==> src/hdl/aes_ram.sv <==
// Generic single-port-write, single-read RAM with registered read data.
module aes_ram #(
  parameter int unsigned Width = 32,
  parameter int unsigned Depth = 60
) (
  input  logic                     clk_i,
  input  logic                     we_i,
  input  logic [$clog2(Depth)-1:0] waddr_i,
  input  logic [Width-1:0]         wdata_i,
  input  logic [$clog2(Depth)-1:0] raddr_i,
  output logic [Width-1:0]         rdata_o
);
  logic [Width-1:0] mem_q [Depth];

  always_ff @(posedge clk_i) begin
    if (we_i) begin
      mem_q[waddr_i] <= wdata_i;
    end
    rdata_o <= mem_q[raddr_i];
  end
endmodule

==> config.mk <==
export PLATFORM = sky130hd
export DESIGN_NAME = aes_ram
export DESIGN_NICKNAME = d
export VERILOG_FILES = /design/src/hdl/aes_ram.sv
export SDC_FILE = /design/constraint.sdc
export NUM_CORES = 2
export LEC_CHECK = 0
export BUFFER_PORTS_ARGS = -buffer_cell sky130_fd_sc_hd__buf_2
export CAP_MARGIN = 20
export CORE_MARGIN = 2
export CORE_UTILIZATION = 60
export DETAILED_ROUTE_END_ITERATION = 10
export PLACE_DENSITY = 0.76
export SYNTH_ARGS = -nofsm -noshare
export SYNTH_HDL_FRONTEND = slang
export SYNTH_SLANG_ARGS = --single-unit
==> constraint.sdc <==
create_clock -name clk_i -period 3.68 [get_ports clk_i]
set_input_delay 0.184 -clock clk_i [delete_from_list [all_inputs] [get_ports clk_i]]
set_output_delay 0.184 -clock clk_i [all_outputs]
set_load 0.01 [all_outputs]
==> impl_metrics.prom <==
# TYPE chip_impl_metric gauge
chip_impl_metric{name="yosys.area.top_type_share",unit=""} 0.781
chip_impl_metric{name="yosys.area_share.simple",unit=""} 0.0145
chip_impl_metric{name="floorplan.core_area",unit="sq um"} 122000
chip_impl_metric{name="crit_buf_inv",unit=""} 2
chip_impl_info{name="setup.worst_path.class",value="input port to register"} 1
chip_impl_metric{name="grt_pass1_wl",unit="um"} 267000
chip_impl_metric{name="row_count",unit=""} 128
chip_impl_metric{name="timing.reg2reg.worst_path_depth",unit=""} 5
chip_impl_metric{name="timing.max_slew.rel_slack",unit=""} 0.192
chip_impl_metric{name="dp_worst_setup_slack",unit="ns"} 0.875
chip_impl_info{name="status",value="finished clean"} 1
chip_impl_info{name="most_used_cells_in_the_layout_excluding_fill_and_tap_cells",value="sky130_fd_sc_hd__edfxtp_1, sky130_fd_sc_hd__mux4_2, sky130_fd_sc_hd__clkbuf_16"} 1
chip_impl_metric{name="vias_per_cell",unit=""} 6.96
chip_impl_info{name="synth_top_cell_by_area",value="sky130_fd_sc_hd__edfxtp_1"} 1
chip_impl_metric{name="grt_remaining_overflow",unit=""} 0
chip_impl_metric{name="crit_cells",unit=""} 7
chip_impl_metric{name="post_synth_mux_area_share",unit=""} 0.146
chip_impl_metric{name="syn-mean-instance-area",unit="sq um"} 22.6
chip_impl_metric{name="post-route-drc-count",unit=""} 0
chip_impl_metric{name="antenna_found_initial",unit=""} 8
chip_impl_info{name="critical-path-top-delay-family",value="simple AND/OR/NAND/NOR gates"} 1
chip_impl_metric{name="number_of_instances_in_the_synthesized_netlist",unit=""} 3264
chip_impl_metric{name="cts_resized",unit=""} 0
chip_impl_metric{name="finish.net_count",unit=""} 3588
chip_impl_metric{name="place.detailed.hpwl",unit="um"} 103000
chip_impl_info{name="critical_path.most_common_cell",value="sky130_fd_sc_hd__buf_4"} 1
chip_impl_metric{name="finalWirelength",unit="um"} 187000
chip_impl_metric{name="worst-endpoint-required",unit="ns"} 4.41
chip_impl_metric{name="routed_wire_length_per_instance",unit="um"} 35.1
chip_impl_metric{name="grt_total_usage",unit=""} 0.300
chip_impl_metric{name="min_path_cells",unit=""} 1
chip_impl_metric{name="clock_path_buffers",unit=""} 3
chip_impl_metric{name="power.static_leakage",unit="nW"} 26.3
chip_impl_metric{name="synthXorXnorAreaFrac",unit=""} 0
chip_impl_metric{name="tritoncts_num_sinks",unit=""} 1952
chip_impl_metric{name="layout_min_cycle_time",unit="ns"} 2.11
chip_impl_info{name="synth_top_family_by_area",value="multiplexers"} 1
chip_impl_metric{name="cpPeakStageDelay",unit="ns"} 0.72
chip_impl_metric{name="timing.max_cap.violations",unit=""} 0
chip_impl_metric{name="fin_setup_tns",unit="ns"} 0
chip_impl_metric{name="die_height",unit="um"} 355
chip_impl_metric{name="synth_cell_type_count",unit=""} 38
chip_impl_metric{name="placedCellCount",unit=""} 4940
chip_impl_metric{name="detailedRoute.firstPassIterationCount",unit=""} 6
chip_impl_info{name="min-delay-path-class",value="input port to register"} 1
chip_impl_metric{name="h-tree-depth",unit=""} 4
chip_impl_metric{name="vdd.ir_drop.worst",unit="uV"} 551
chip_impl_metric{name="hold_viol_final",unit=""} 0
chip_impl_info{name="rsz0062_at_grt",value="no"} 1
chip_impl_metric{name="worst_skew_pair.late_latency",unit="ns"} 0.80
chip_impl_info{name="critPathCaptureType",value="register"} 1
chip_impl_info{name="largest_cells_by_area_after_synthesis",value="sky130_fd_sc_hd__edfxtp_1, sky130_fd_sc_hd__mux4_2, sky130_fd_sc_hd__a22oi_1"} 1
chip_impl_metric{name="worstPathMaxFanout",unit=""} 25
chip_impl_metric{name="synth_adder_area_share",unit=""} 0
chip_impl_metric{name="fmaxAchievable",unit="GHz"} 0.474
chip_impl_metric{name="first_global_vias",unit=""} 37500
chip_impl_metric{name="worst_ep_arrival_time",unit="ns"} 2.84
chip_impl_info{name="worst_setup_path_start_kind",value="input port"} 1
chip_impl_metric{name="io_pins",unit=""} 78
chip_impl_metric{name="sequential_to_total_area_share_from_yosys_stat",unit=""} 0.790
chip_impl_metric{name="power",unit="mW"} 44.9
chip_impl_info{name="cts_tree",value="done"} 1
chip_impl_metric{name="cts_inserted_buffers",unit=""} 178
chip_impl_metric{name="synth_area",unit="sq um"} 73800
chip_impl_metric{name="placement.io_buffers",unit=""} 77
chip_impl_info{name="commonest_non_fill_non_tap_cell_in_the_layout",value="sky130_fd_sc_hd__edfxtp_1"} 1
chip_impl_metric{name="drt_antenna_net_count",unit=""} 0
chip_impl_metric{name="slack_of_the_worst_reg_to_reg_path",unit="ns"} 1.61
chip_impl_metric{name="place.gp.congestion",unit=""} 0.910
chip_impl_metric{name="synthesis.yosys.warnings",unit=""} 0
chip_impl_metric{name="synth_compound_area_frac",unit=""} 0.0360
chip_impl_metric{name="final_layout_size_suffix_gt1_frac",unit=""} 0.285
chip_impl_metric{name="drt_iter0_drc",unit=""} 5609
chip_impl_metric{name="layoutNonFillerInstCount",unit=""} 5314
chip_impl_info{name="worstPathCellList",value="buf_4, nor2b_4, buf_4, a21oi_1, o211a_1, a31oi_1, and3_1"} 1
chip_impl_metric{name="slew_at_the_pin_closest_to_its_max_slew_limit",unit="ns"} 1.21
chip_impl_metric{name="worst_slack_setup_final",unit="ns"} 1.57
chip_impl_metric{name="grt_max_degree",unit=""} 81
chip_impl_info{name="crit_slowest_cell",value="sky130_fd_sc_hd__nor2b_4"} 1
chip_impl_metric{name="setup-violations-final",unit=""} 0
chip_impl_metric{name="synth.ff_latch_count",unit=""} 1952
chip_impl_metric{name="slew_viol_final",unit=""} 0
chip_impl_metric{name="die-width",unit="um"} 355
chip_impl_info{name="root_buffer",value="sky130_fd_sc_hd__clkbuf_16"} 1
chip_impl_metric{name="post_cts_setup_buffers",unit=""} 0
chip_impl_metric{name="finalClockSkew",unit="ns"} 0.0181
chip_impl_metric{name="post-route-period-util",unit=""} 0.573
chip_impl_metric{name="postSynthNetCount",unit=""} 3310
chip_impl_metric{name="postLayoutCoreUtil",unit=""} 0.686
chip_impl_metric{name="cts.reportedPaths.clkPinSlew",unit="ns"} 0.06
chip_impl_metric{name="design.die.area",unit="sq um"} 126000
chip_impl_metric{name="detailroute.via_count",unit=""} 37000
chip_impl_metric{name="start_util",unit=""} 0.606
chip_impl_metric{name="power.density",unit="nW/um^2"} 537
chip_impl_metric{name="area_delta_synth_final",unit="%"} 13.3
state kept, by name, summed over array words and instances (netlist names):
signal,flops
mem_q,1920
rdata_o,32
routing by layer:
layer / global-route usage / up-vias / routed length, um
met5: 0 / - / 264
met4: 0.134 / 14 / 9090
met3: 0.0674 / 460 / 21700
met2: 0.473 / 2713 / 90500
met1: 0.409 / 19400 / 65100
li1: - / 14500 / -
logic make-up after synthesis:
group,Yosys count
flip-flops,1952
buffers and inverters,192
AND/OR/NAND/NOR,237
AO/OA/AOI/OAI,384
multiplexers,499
per-stage QoR:
step | area (sq um) | hold WS [ns]
4_1_cts | 82900 | 0.0405
3_5_place_dp | 77300 | 0.597
5_1_grt | 83600 | 0.00146
6_report | 83600 | 0.00167
2_1_floorplan | 73800 | 0.283
3_3_place_gp | 77300 | 0.592
area by class of cell:
| type | instances | area, sq um |
|---|---|---|
| Inverter | 3 | 11.3 |
| Antenna cell | 8 | 20.0 |
| Tap cell | 1625 | 2030 |
| Sequential cell | 1952 | 58300 |
| Clock inverter | 72 | 586 |
| Multi-Input combinational cell | 1120 | 15000 |
| Clock buffer | 247 | 4990 |
| Timing Repair Buffer | 287 | 2710 |
| Fill cell | 6988 | 38300 |
cells in the mapped netlist, drive strengths merged:
cell type and count:
and2 4, nor3 2, a22o 26, and3 19, or3b 2, nand4 2, o21ai 83, o211a 19
mux2i 38, a221oi 19, a22oi 109, nor2 86, or3 1, dfxtp 32, nand2 62, or2 1
a21oi 45, inv 3, clkbuf 91, nand2b 3, mux4 461, nand4b 1, o21a 19, nand3b 3
o211ai 32, a31oi 19, nand3 43, nor2b 8, edfxtp 1920, a31o 13, buf 98
where the power goes:
group,internal (mW),total [mW],switching (mW)
combinational,0.860,2.30,1.44
clock,10.1,17.9,7.83
sequential,24.6,24.7,0.101
total,35.5,44.9,9.37
what timing repair did:
item | in CTS | in global routing
hold buffers | 2 | 22
endpoints found under the hold margin | 56 | 715
endpoints found under the setup margin | 0 | 0
final timing paths:
kind | from | end
min | wdata_i[22] | mem_q[53][22]
max | raddr_i[2] | rdata_o[2]
max reg2reg | mem_q[11][8] | rdata_o[8]
min reg2reg | mem_q[56][12] | rdata_o[12]
Power figures use the tool's default switching activity.
